### src/hdl/hmmd_pkg.sv
// Shared types and constants for the handheld memory map decoder.
// No dependencies; imported by every module of the block but hmmd_ram.
`timescale 1ns / 1ps

package hmmd_pkg;

	// target codes carried in a response
	localparam logic [2:0] TGT_LOCAL  = 3'd0;
	localparam logic [2:0] TGT_BOOT   = 3'd1;
	localparam logic [2:0] TGT_CART   = 3'd2;
	localparam logic [2:0] TGT_VIDEO  = 3'd3;
	localparam logic [2:0] TGT_JOYPAD = 3'd4;

	// local store selected by the front end
	localparam logic [2:0] ST_NONE = 3'd0;
	localparam logic [2:0] ST_WRAM = 3'd1;
	localparam logic [2:0] ST_IO   = 3'd2;
	localparam logic [2:0] ST_HRAM = 3'd3;
	localparam logic [2:0] ST_IE   = 3'd4;

	// local index width: work RAM and its echo share the low 13 address bits
	localparam int LCL_AW = 13;

	localparam logic [15:0] ADDR_JOYPAD      = 16'hFF00;
	localparam logic [15:0] ADDR_BOOT_UNMAP  = 16'hFF50;

	typedef struct packed {
		logic        op;
		logic [15:0] addr;
		logic [7:0]  wdata;
	} req_t;

	typedef struct packed {
		logic [2:0]  target;
		logic [15:0] fwd_addr;
		logic [7:0]  fwd_data;
		logic        fwd_write;
		logic [7:0]  rdata;
		logic        range_error;
	} rsp_t;

	// decoded transaction passed from front end to back end
	typedef struct packed {
		rsp_t              res;
		logic [2:0]        sel;
		logic              wr;
		logic [LCL_AW-1:0] idx;
		logic [7:0]        data;
	} entry_t;

endpackage

### src/hdl/hmmd_front.sv
// Front end: address decode of bus requests and the boot-unmap flag.
// Depends on hmmd_pkg.
`timescale 1ns / 1ps

module hmmd_front import hmmd_pkg::*; (
	input  logic   clk,
	input  logic   arst_n,
	input  logic   req_valid,
	output logic   req_stall,
	input  req_t   req,
	input  logic   q_full,
	output logic   push,
	output entry_t entry
);

	logic        boot_unmapped_q;
	logic        fwd;
	logic [2:0]  tgt;
	logic        err;
	logic [15:0] a;
	logic        wr;

	assign req_stall = q_full;
	assign push      = req_valid && !q_full;
	assign a         = req.addr;
	assign wr        = req.op;

	always_comb begin
		entry       = '0;
		entry.wr    = wr;
		entry.idx   = a[LCL_AW-1:0];
		entry.data  = req.wdata;
		entry.sel   = ST_NONE;
		fwd         = 1'b0;
		tgt         = TGT_LOCAL;
		err         = 1'b0;
		if (a < 16'h8000) begin
			if (!boot_unmapped_q && a[15:8] == 8'h00) begin
				// boot ROM is read-only
				if (wr) begin
					err = 1'b1;
				end else begin
					fwd = 1'b1;
					tgt = TGT_BOOT;
				end
			end else begin
				fwd = 1'b1;
				tgt = TGT_CART;
			end
		end else if (a < 16'hA000) begin
			fwd = 1'b1;
			tgt = TGT_VIDEO;
		end else if (a < 16'hC000) begin
			fwd = 1'b1;
			tgt = TGT_CART;
		end else if (a < 16'hFE00) begin
			entry.sel = ST_WRAM;
		end else if (a < 16'hFEA0) begin
			fwd = 1'b1;
			tgt = TGT_VIDEO;
		end else if (a < 16'hFF00) begin
			err = 1'b1;
		end else if (a < 16'hFF4C) begin
			if (a == ADDR_JOYPAD) begin
				fwd = 1'b1;
				tgt = TGT_JOYPAD;
			end else if (a >= 16'hFF40) begin
				fwd = 1'b1;
				tgt = TGT_VIDEO;
			end else begin
				entry.sel = ST_IO;
			end
		end else if (a < 16'hFF80) begin
			// only a write to the boot-unmap flag is legal here
			if (!(wr && a == ADDR_BOOT_UNMAP)) begin
				err = 1'b1;
			end
		end else if (a < 16'hFFFF) begin
			entry.sel = ST_HRAM;
		end else begin
			entry.sel = ST_IE;
		end

		if (fwd) begin
			entry.res.target    = tgt;
			entry.res.fwd_addr  = a;
			entry.res.fwd_data  = wr ? req.wdata : 8'h00;
			entry.res.fwd_write = wr;
		end
		entry.res.range_error = err;
	end

	// flag is updated in request order, so later decodes see it at once
	always_ff @(posedge clk or negedge arst_n) begin
		if (!arst_n) begin
			boot_unmapped_q <= 1'b0;
		end else if (push && wr && a == ADDR_BOOT_UNMAP) begin
			boot_unmapped_q <= (req.wdata != 8'h00);
		end
	end

endmodule

### config.mk
export PLATFORM = sky130hd
export DESIGN_NAME = hmmd_front
export DESIGN_NICKNAME = d
export VERILOG_FILES = /design/src/hdl/hmmd_pkg.sv /design/src/hdl/hmmd_front.sv
export SDC_FILE = /design/constraint.sdc
export NUM_CORES = 1
export LEC_CHECK = 0
export BUFFER_PORTS_ARGS = -buffer_cell sky130_fd_sc_hd__buf_2
export CAP_MARGIN = 30
export CORE_UTILIZATION = 37
export DETAILED_ROUTE_END_ITERATION = 16
export HOLD_SLACK_MARGIN = 0.03
export PLACE_DENSITY_LB_ADDON = 0.2
export SETUP_SLACK_MARGIN = 0.4
export SLEW_MARGIN = 30
export SYNTH_ARGS = -nofsm -noshare
export SYNTH_HDL_FRONTEND = slang
export SYNTH_SLANG_ARGS = --single-unit
### constraint.sdc
create_clock -name clk -period 3.8 [get_ports clk]
set_input_delay 0.95 -clock clk [delete_from_list [all_inputs] [get_ports clk]]
set_output_delay 0.95 -clock clk [all_outputs]
set_load 0.02 [all_outputs]
==> flow_summary.toml <==
[outcome]
run_status = "complete, no violations"

[timing]
rsz0062_at_grt = "true"
setup_viol = 0
fin_crit_sh_pct = 95.70
period_minus_slack_ps = 3637
fmax_mhz = 275.0
finClkSkew_ps = 0
tns_ps = 0
finalHoldViolations = 0
drv_slew = 0

[setup_path]
crit_fanout = 7
rr_startpoint = "boot_unmapped_q"
cp.required_ps = 2850
timing.rr.end = "boot_unmapped_q"
r2r_cells = 1
timing.critical_path.slowest_stage_cell = "or4_4"
crit_type = "in -> out"
startpoint = "req[9]"
reg2reg_setup_slack_ps = 3030
cp_cell_sequence = "buf_8, or4_4, or3_4, nor4b_4, clkbuf_16, nor4b_4, buf_4"
cp-start-kind = "input pin"
cp_common_cell = "nor4b_4"
crit_arrival_ps = 2690
slowest_delay_ps = 520
endpoint_kind = "output pin"

[floorplan]
die_area_um2 = 2903
core_area_um2 = 2500
die_w_um = 53.88
start_util_pct = 39.84
die_h_um = 53.88
std_cell_rows = 18
ios = 93

[global_route]
grt_use_total_pct = 15.80
grt_pass1_wl_mm = 3.532
grt_max_degree = 24
grt_pass1_vias = 834
antenna_found_initial = 0
grt_overflow = 0

[synth]
ys_warn_count = 0
synthFlopType = "dfrtp_1"
synth_top_area_cell = "buf_4"
ys_ff_latch = 1
avgSynthCellArea_um2 = 8.231
ys_top_cells_by_area = "buf_4 (24%), nor4b_2 (18%), nor4b_4 (4.8%)"
yosysSeqAreaShare_pct = 2.513
async_flop_share_pct = 100.0
yosysMostFrequentCell = "buf_4"
synth_cell_types = 43
synthCells = 121
netlist_area_um2 = 996.0
synth_commonest_cells = "buf_4 (32), nor4b_2 (12), nand2_1 (10)"
synth_top_area_share_pct = 24.12
synth-edff-count = 0

[placed_design]
placed_cell_area_um2 = 1245
portBuffers = 84
place_congestion = 0.8739
dp_hpwl_mm = 2.136

[route]
wl_met2_mm = 1.373
vias = 1106
avgViaCountPerCell = 5.242
drc_errors = 0
drt_wl_total_mm = 2.793
wl_met3_um = 192
drtIter0Drc = 3
drt-met1-wl_mm = 1.194
ant_nets = 0
post_drt_wl_per_cell_um = 13.24
highest_layer = "met4"
dr.pass1.iters = 4

[finish]
largest_reg_flops = 1
top_regs = "boot_unmapped_q (1)"
nFillCells = 222
syn2layout_area_growth_pct = 41.21
top_register = "boot_unmapped_q"
n_antenna_cell = 0
design_area_um2 = 1406
layout.nets = 212
drive_above_1_share_pct = 66.30

[worst_hold_path]
min_path_cells = 1
hold_start = "boot_unmapped_q"
hp-class = "reg -> reg"
min_to = "boot_unmapped_q"

[power]
power_w = 0.0001785
p_leak_nw = 0.7143
vdd_ir_drop_max_mv = 0.07864
power_density_nw_per_um2 = 126.9

[flow_run]
max_cap_violations = 0

[clock_network]
clk_latency_ps = 0
hold_buffers = 0
clk_pin_slew_ps = 0
layout make-up:
| type | instances | area [um2] | area share (%) |
|---|---|---|---|
| inverter | 3 | 11.26 | 0.8007 |
| multi-input combinational | 85 | 754.5 | 53.65 |
| sequential | 1 | 25.02 | 1.779 |
| tap | 30 | 37.54 | 2.669 |
| timing repair buffer | 92 | 578.1 | 41.10 |
layer usage:
layer / vias up / global-route usage, %
met5: - / 0
met4: 0 / 2.632
met3: 4 / 0.2825
met2: 57 / 28.19
met1: 502 / 21.12
li1: 543 / -
logic make-up after synthesis:
logic type      share of synthesized area (%)
compound gates                          9.047
buf+inv                                 33.17
flops                                   2.512
mux                                     1.131
other cells                            0.3765
simple gates                            53.77
worst max-delay path, delay by kind of cell:
kind,cells,cell delay (ps)
buffers and inverters,3,460
AND/OR/NAND/NOR,4,1270
cell usage in the layout, fill, tap and decap left out, types with 2 or more instances in the layout:
| cell type | Yosys | routed |
|---|---|---|
| nor3b_2 | 0 | 2 |
| buf_2 | 0 | 63 |
| nor3_1 | 5 | 4 |
| nor3b_1 | 5 | 3 |
| nor3_2 | 1 | 2 |
| nand4_1 | 2 | 2 |
| nand2_1 | 10 | 10 |
| conb_1 | 1 | 8 |
| a31oi_1 | 2 | 2 |
| nand3_1 | 2 | 2 |
| nor4b_4 | 2 | 8 |
| and3_1 | 2 | 2 |
| nor4_1 | 6 | 6 |
| nor4b_2 | 12 | 7 |
| buf_6 | 3 | 2 |
| inv_1 | 3 | 3 |
| buf_4 | 32 | 24 |
| nor2_1 | 4 | 4 |
worst max-delay path by stage:
stage | to | cells after the start
final | entry[47] | 7
after global routing | entry[35] | 7
after CTS | entry[38] | 7
after detailed placement | entry[38] | 7
after global placement | entry[39] | 7
after floorplan | entry[52] | 5
per-stage QoR:
stage                     setup slack, ps  cells  hold slack [ps]  util, %
after floorplan                     223.7    128            460.0        -
after global placement              140.2    207            489.5    49.80
after detailed placement            107.2    207            494.6    49.80
after CTS                           169.2    208            502.3    51.70
after global routing                108.1    211            509.4    56.26
final                               163.4    211            505.4    56.26
report_power, final:
group	internal, W	leakage (nW)	switching, W
Sequential	0.0000108	0.0140	0.00000000132
Combinational	0.0000677	0.700	0.0000999
Clock	0	0	0
Total	0.0000786	0.714	0.0000999
repair_timing:
item,in CTS,in global routing
gates cloned,0,1
pin swaps,1,5
setup endpoints to repair,24,25
gates resized for setup,11,19
setup buffers,1,2
No activity file was read; power rests on OpenSTA's default activity.
