`config.mk`:
```
export PLATFORM = sky130hd
export DESIGN_NAME = hmmd_queue
export DESIGN_NICKNAME = d
export VERILOG_FILES = /design/src/hdl/hmmd_pkg.sv /design/src/hdl/hmmd_queue.sv
export SDC_FILE = /design/constraint.sdc
export NUM_CORES = 1
export LEC_CHECK = 0
export ABC_AREA = 1
export BUFFER_PORTS_ARGS = -buffer_cell sky130_fd_sc_hd__buf_2
export CAP_MARGIN = 20
export CORE_ASPECT_RATIO = 1.75
export CORE_MARGIN = 2
export CORE_UTILIZATION = 45
export DETAILED_ROUTE_END_ITERATION = 7
export PLACE_DENSITY = 0.7
export SYNTH_ARGS = -nofsm -noshare
export SYNTH_HDL_FRONTEND = slang
export SYNTH_SLANG_ARGS = --single-unit
```
`constraint.sdc`:
```
create_clock -name clk -period 5.1 [get_ports clk]
set_input_delay 0.51 -clock clk [delete_from_list [all_inputs] [get_ports clk]]
set_output_delay 0.51 -clock clk [all_outputs]
set_load 0.05 [all_outputs]
```
`src/hdl/hmmd_pkg.sv`:
```
// Shared types and constants for the handheld memory map decoder.
// No dependencies; imported by every module of the block but hmmd_ram.
`timescale 1ns / 1ps

package hmmd_pkg;

	// target codes carried in a response
	localparam logic [2:0] TGT_LOCAL  = 3'd0;
	localparam logic [2:0] TGT_BOOT   = 3'd1;
	localparam logic [2:0] TGT_CART   = 3'd2;
	localparam logic [2:0] TGT_VIDEO  = 3'd3;
	localparam logic [2:0] TGT_JOYPAD = 3'd4;

	// local store selected by the front end
	localparam logic [2:0] ST_NONE = 3'd0;
	localparam logic [2:0] ST_WRAM = 3'd1;
	localparam logic [2:0] ST_IO   = 3'd2;
	localparam logic [2:0] ST_HRAM = 3'd3;
	localparam logic [2:0] ST_IE   = 3'd4;

	// local index width: work RAM and its echo share the low 13 address bits
	localparam int LCL_AW = 13;

	localparam logic [15:0] ADDR_JOYPAD      = 16'hFF00;
	localparam logic [15:0] ADDR_BOOT_UNMAP  = 16'hFF50;

	typedef struct packed {
		logic        op;
		logic [15:0] addr;
		logic [7:0]  wdata;
	} req_t;

	typedef struct packed {
		logic [2:0]  target;
		logic [15:0] fwd_addr;
		logic [7:0]  fwd_data;
		logic        fwd_write;
		logic [7:0]  rdata;
		logic        range_error;
	} rsp_t;

	// decoded transaction passed from front end to back end
	typedef struct packed {
		rsp_t              res;
		logic [2:0]        sel;
		logic              wr;
		logic [LCL_AW-1:0] idx;
		logic [7:0]        data;
	} entry_t;

endpackage

```
`src/hdl/hmmd_queue.sv`:
```
// Short FIFO between the decode front end and the execution back end.
// Depends on hmmd_pkg.
`timescale 1ns / 1ps

module hmmd_queue import hmmd_pkg::*; #(
	parameter int DEPTH = 2
) (
	input  logic   clk,
	input  logic   arst_n,
	input  logic   push,
	input  entry_t wentry,
	input  logic   pop,
	output entry_t head,
	output logic   full,
	output logic   empty
);

	localparam int PW = (DEPTH > 1) ? $clog2(DEPTH) : 1;
	localparam int CW = $clog2(DEPTH + 1);

	entry_t          slot_q [DEPTH];
	logic [PW-1:0]   wptr_q;
	logic [PW-1:0]   rptr_q;
	logic [CW-1:0]   cnt_q;

	assign full  = (cnt_q == CW'(DEPTH));
	assign empty = (cnt_q == '0);
	assign head  = slot_q[rptr_q];

	always_ff @(posedge clk) begin
		if (push) begin
			slot_q[wptr_q] <= wentry;
		end
	end

	always_ff @(posedge clk or negedge arst_n) begin
		if (!arst_n) begin
			wptr_q <= '0;
			rptr_q <= '0;
			cnt_q  <= '0;
		end else begin
			if (push) begin
				wptr_q <= (wptr_q == PW'(DEPTH - 1)) ? '0 : wptr_q + 1'b1;
			end
			if (pop) begin
				rptr_q <= (rptr_q == PW'(DEPTH - 1)) ? '0 : rptr_q + 1'b1;
			end
			if (push && !pop) begin
				cnt_q <= cnt_q + 1'b1;
			end else if (pop && !push) begin
				cnt_q <= cnt_q - 1'b1;
			end
		end
	end

endmodule

```
==> flow_metrics.env, run 1 <==
export IMPL_dr_total_vias=2419
export IMPL_rrSetupSlack_ps=3070
export IMPL_clk_latency_ps=400
export IMPL_p_per_area_nw_per_um2=698
export IMPL_fin_cells=508
export IMPL_vdd_drop_max_mv=0.418
export IMPL_die_w_um=83.5
export IMPL_drc=0
export IMPL_crit_fanout=35
export IMPL_period_share_pct=50.8
export IMPL_yosysSeqAreaShare_pct=76.8
export IMPL_dieArea_um2=12000
export IMPL_synth_area_per_cell_um2=22.8
export IMPL_synth_seq_cells=128
export IMPL_io_buffers=129
export IMPL_overflow=0
export IMPL_synth_simple_area_share_pct=0.829
export IMPL_synth_cells=218
export IMPL_die_y_um=143
export IMPL_start_util_pct=46.3
export IMPL_grt_antenna_before_repair=3
export IMPL_cts_repair_resized=0
export IMPL_grt_max_degree=64
export IMPL_required_ps=4590
export IMPL_min_period_ps=2590
export IMPL_cap_violations=0
export IMPL_synth_nets=285
export IMPL_area_growth_syn_to_layout_pct=27.1
export IMPL_io_pins=130
export IMPL_antenna_left=0
export IMPL_synth_xor_area_share_pct=0.528
export IMPL_clock_sinks=128
export IMPL_drv_slew=0
export IMPL_ys_async_sr_fraction_pct=3.13
export IMPL_fp_row_count=50
export IMPL_status="finished, final reports clean"
export IMPL_synth_warnings=0
export IMPL_hold_viol_final=0
export IMPL_synth_top_area_cell="edfxtp_1"
export IMPL_fin_util_pct=58.8
export IMPL_finalSetupViolCount=0
export IMPL_synth_top_family_by_area="multiplexers"
export IMPL_synth_fa_ha_area_share_pct=0.251
export IMPL_globalRouteTotalUtil_pct=14.9
export IMPL_max_slew_margin_pct=46.1
export IMPL_synth_compound_area_share_pct=0
export IMPL_wl_um=8730
export IMPL_finalSetupTns_ps=0
export IMPL_place_inst=472
export IMPL_yosysMostFrequentCell="edfxtp_1"
export IMPL_hold_path_cell_count=1
export IMPL_synthTopCellsByCount="edfxtp_1, mux2_4, inv_1"
export IMPL_finalClockSkew_ps=9.06
export IMPL_grt_pass1_wl_um=13100
export IMPL_core_area_um2=10800
export IMPL_cp_arrival_ps=2080
export IMPL_layout_drive_gt1_share_pct=59.6
export IMPL_ctsHoldBuffers=1
export IMPL_cts_root_buf="clkbuf_16"
export IMPL_clock_fmax_mhz=386
export IMPL_start_kind="flop"
export IMPL_htree_levels=4
export IMPL_wire_per_inst_um=17.2
export IMPL_crit_type="reg -> out"
export IMPL_hpwl_um=5740
export IMPL_rsz0062_at_grt="false"
export IMPL_synth_ff_type="edfxtp_1"
export IMPL_first_iter_violations=103
export IMPL_synth_top_cell_area_share_pct=74.8
export IMPL_grt_pass1_vias=2594
export IMPL_clk_pin_slew_ps=50
export IMPL_tritoncts="yes"
export IMPL_syn_area_um2=4980
export IMPL_r2r_cells=2
export IMPL_synth_edff_count=124
export IMPL_post_cts_buffers=0
export IMPL_p_leak_nw=2.61
export IMPL_via_per_inst=4.76
export IMPL_endpoint_kind="output port"
export IMPL_min_path_type="in -> reg"
export IMPL_cts_path_max_buffers=2
export IMPL_first_pass_iters=4
export IMPL_final_nets=430
export IMPL_tightestPinTransition_ps=807
export IMPL_cts_buffers=17
export IMPL_gp_congestion=0.741
export IMPL_yosysUniqueCellTypes=14
export IMPL_synthTopCellsByArea="edfxtp_1, mux2_4, buf_12"
export IMPL_synthMuxAreaShare_pct=18.5
per-stage QoR:
step	total power [W]	hold WS (ps)	instance area (µm²)	setup slack (ps)
detailed placement	0.00323	324	5680	2730
global route	0.00458	276	6330	2430
finish	0.00442	294	6330	2510
CTS	0.00446	276	6300	2270
global placement	0.00320	320	5680	2740
floorplan	0.00299	214	4980	1470
area by class of cell:
type | count | area, µm²
antenna | 2 | 5.00
clock buffer | 21 | 440
clock inverter | 11 | 164
fill | 838 | 4430
inverter | 7 | 26.3
multi-input combinational | 76 | 1010
sequential | 128 | 3830
tap | 130 | 163
timing repair buffer | 133 | 698
cell usage in the layout, fill, tap and decap left out, types with 3 or more instances in the layout:
cell,n
buf_2,129
inv_1,6
clkbuf_16,17
bufinv_16,4
nand2_1,5
mux2_2,3
mux2_4,59
clkbuf_1,4
dfrtp_1,3
edfxtp_1,124
clkinv_2,3
worst max-delay path, stage by stage (launching register included):
cell and delay (ps):
dfrtp_4 780, buf_16 320, mux2_4 340, buf_2 220
kinds of logic (layout without fill, tap and decap cells):
| logic type | after synthesis | after routing |
|---|---|---|
| flops | 128 | 128 |
| mux | 62 | 62 |
| buf+inv | 14 | 172 |
| simple gates | 10 | 10 |
| xor+xnor | 3 | 3 |
| fa+ha+maj | 1 | 1 |
| other cells | 0 | 2 |
path summary, 6_finish.rpt:
check,to,from
max in group asynchronous,rptr_q,arst_n
setup / recovery,head[51],rptr_q
hold / removal,slot_q[1][34],wentry[34]
hold reg to reg,cnt_q[1],cnt_q[1]
setup reg to reg,slot_q[0][34],wptr_q
min in group asynchronous,wptr_q,arst_n
sequential cells by signal, indices dropped and copies added, names as in the netlist:
signal	flops
wptr_q	1
slot_q	124
rptr_q	1
cnt_q	2
metal layers:
layer	GRT usage (%)	routed length, µm	up-vias
met5	0	18	-
met1	14.1	2930	1181
li1	-	-	1140
met4	8.15	242	2
met3	5.90	547	17
met2	27.2	4990	79
power breakdown:
group          switching [W]  internal [W]
Sequential          0.000121       0.00140
Combinational        0.00112      0.000546
Clock               0.000409      0.000814
No activity file was read; power rests on OpenSTA's default activity.
==> inputs of run 2 (changes only) <==
Settings changed: ABC_AREA 1 to 0.
Clock period 5.1 ns to 2.71 ns, I/O delays scaled along.
==> run 2 against run 1 <==
Compared with the run above: sequential share of layout area up 0.41 points; via count down 1.1%; largest power group unchanged; die area down 0.39%; sequential cell count unchanged; clock-buffer cell count up 1; hold slack worse by 240 ps; area after synthesis down 0.40%; wire length down 4.6%; final cell count down 1.6%.
==> flow_metrics.env, run 2 <==
export IMPL_clk_latency_ps=400
export IMPL_pwr_share_clk_pct=26.0
export IMPL_syn_area_um2=4960
export IMPL_clock_fmax_mhz=449
export IMPL_status="finished, final reports clean"
export IMPL_clock_sinks=128
export IMPL_pwr_share_comb_pct=39.1
export IMPL_p_leak_nw=2.58
export IMPL_finalClockSkew_ps=9.24
export IMPL_grt_max_degree=33
export IMPL_critPathMaxStageDelay_ps=650
export IMPL_final_cell_mix="buf_2, edfxtp_1, mux2_4"
export IMPL_ctsHoldBuffers=1
export IMPL_tritoncts="yes"
export IMPL_cts_root_buf="clkbuf_16"
export IMPL_num_fill_cells=804
export IMPL_seq_power_share_pct=34.8
export IMPL_start_util_pct=46.4
export IMPL_overflow=0
export IMPL_final_nets=424
export IMPL_hold_viol_final=0
export IMPL_synth_top_area_cell="edfxtp_1"
export IMPL_whs_ps=57.1
export IMPL_rsz0062_at_grt="false"
export IMPL_antenna_left=0
export IMPL_synthTopCellsByCount="edfxtp_1, mux2_4, buf_12"
export IMPL_tightestPinTransition_ps=432
export IMPL_core_area_um2=10700
export IMPL_first_pass_iters=4
export IMPL_start_kind="flop"
export IMPL_crit_chain="buf_4 -> mux2_4 -> buf_2"
export IMPL_period_share_pct=82.2
export IMPL_synth_area_per_cell_um2=23.7
export IMPL_cts_buffers=17
export IMPL_min_path_type="in -> reg"
export IMPL_intPower_w=0.00502
export IMPL_required_ps=2440
export IMPL_via_per_inst=4.78
export IMPL_final_common_cell="buf_2"
export IMPL_largest_register_ffs=124
export IMPL_gp_congestion=0.698
export IMPL_synth_nets=276
export IMPL_synth_seq_cells=128
export IMPL_cap_violations=0
export IMPL_ys_async_sr_fraction_pct=3.13
export IMPL_die_y_um=143
export IMPL_yosysSeqAreaShare_pct=77.1
export IMPL_synth_ff_type="edfxtp_1"
export IMPL_switching_power_w=0.00308
export IMPL_clk_pin_slew_ps=60
export IMPL_globalRouteTotalUtil_pct=14.2
export IMPL_vdd_drop_max_mv=0.931
export IMPL_io_pins=130
export IMPL_synth_top_cell_area_share_pct=75.1
export IMPL_io_buffers=129
export IMPL_yosysUniqueCellTypes=13
export IMPL_finalSetupViolCount=0
export IMPL_cpMaxStageDelayCell="dfrtp_4"
export IMPL_cts_repair_resized=0
export IMPL_endpoint_kind="output port"
export IMPL_crit_fanout=19
export IMPL_wl_um=8320
export IMPL_first_iter_violations=90
export IMPL_p_per_area_nw_per_um2=1290
export IMPL_grt_pass1_vias=2515
export IMPL_stdcell_area_um2=6290
export IMPL_synth_cells=209
export IMPL_drv_slew=0
export IMPL_finalSetupTns_ps=0
export IMPL_min_period_ps=2230
export IMPL_layout_drive_gt1_share_pct=62.4
export IMPL_area_growth_syn_to_layout_pct=26.8
export IMPL_hpwl_um=5610
export IMPL_synth_edff_count=124
export IMPL_cp_arrival_ps=1960
export IMPL_wire_per_inst_um=16.6
export IMPL_n_antenna_cell=0
export IMPL_largestRegisters="slot_q (124), cnt_q (2)"
export IMPL_crit_type="reg -> out"
export IMPL_dr_total_vias=2392
export IMPL_htree_levels=4
export IMPL_place_area_um2=5710
export IMPL_dieArea_um2=11900
export IMPL_drc=0
export IMPL_grt_pass1_wl_um=12400
export IMPL_largest_register="slot_q"
export IMPL_fin_util_pct=58.8
export IMPL_post_cts_buffers=0
export IMPL_fp_row_count=50
export IMPL_switching_share_pct=38.0
export IMPL_synth_warnings=0
export IMPL_grt_antenna_before_repair=0
export IMPL_cts_path_max_buffers=2
export IMPL_synthTopCellsByArea="edfxtp_1, mux2_4, buf_12"
export IMPL_yosysMostFrequentCell="edfxtp_1"
export IMPL_die_w_um=83.4
export IMPL_max_slew_margin_pct=71.2
==> run 2: changes by cell type after synthesis <==
cell / previous run / this run
and2_1: 0 / 1
nand3_1: 1 / 0
nand4_1: 1 / 0
inv_1: 7 / 1
nand2_1: 5 / 0
nor2b_1: 0 / 2
xor2_1: 2 / 4
nor2_1: 3 / 2
==> run 2: critical path: cells and delay by family (launching register included) <==
family                 cells  cell delay (ps)
flip-flops                 1              650
multiplexers               1              340
buffers and inverters      2              560
==> run 2: logic make-up (layout without fill, tap and decap cells) <==
family | count (synthesis) | in the layout | share of synthesized area [%]
xor+xnor | 5 | 5 | 0.883
fa+ha+maj | 1 | 1 | 0.252
buf+inv | 8 | 169 | 2.72
flops | 128 | 128 | 77.1
mux | 62 | 62 | 18.5
simple gates | 5 | 5 | 0.530
==> run 2: worst paths after layout <==
path / startpoint / endpoint / slack (ps) / depth (start not counted)
min: wentry[10] / slot_q[0][10] / 60 / 1
max: rptr_q / head[53] / 480 / 3
max reg2reg: wptr_q / slot_q[1][30] / 1390 / 2
min reg2reg: cnt_q[1] / cnt_q[1] / 490 / 1
min in group asynchronous: arst_n / cnt_q[1] / 210 / 2
max in group asynchronous: arst_n / rptr_q / 2360 / 2
==> run 2: area by class of cell <==
cell class | instances | area, µm² | area share [%]
timing repair buffer | 136 | 713 | 11.3
inverter | 1 | 3.75 | 0.0597
tap | 130 | 163 | 2.59
sequential | 128 | 3830 | 60.9
multi-input combinational | 73 | 1010 | 16.1
clock buffer | 22 | 484 | 7.70
clock inverter | 10 | 86.3 | 1.37
==> run 2: per-stage QoR <==
stage                     cells  power (W)  worst slack (ps)
after global routing        500    0.00840               398
after global placement      467    0.00603               884
after CTS                   500    0.00821               424
final                       500    0.00811               482
after detailed placement    467    0.00607               867
after floorplan             209    0.00562               260
==> run 2: layer usage <==
metal  GRT usage, %  wire length [µm]
met1           12.8              2880
met5              0                 0
met4           8.20               155
met3           4.74               388
met2           27.1              4900
==> run 2: power by group through the flow <==
stage | Clock [W] | Combinational, W | Sequential (W)
after floorplan | 0 | 0.00285 | 0.00277
after global placement | 0 | 0.00319 | 0.00284
after detailed placement | 0 | 0.00321 | 0.00287
after CTS | 0.00217 | 0.00322 | 0.00283
after global routing | 0.00224 | 0.00330 | 0.00286
final | 0.00211 | 0.00317 | 0.00282
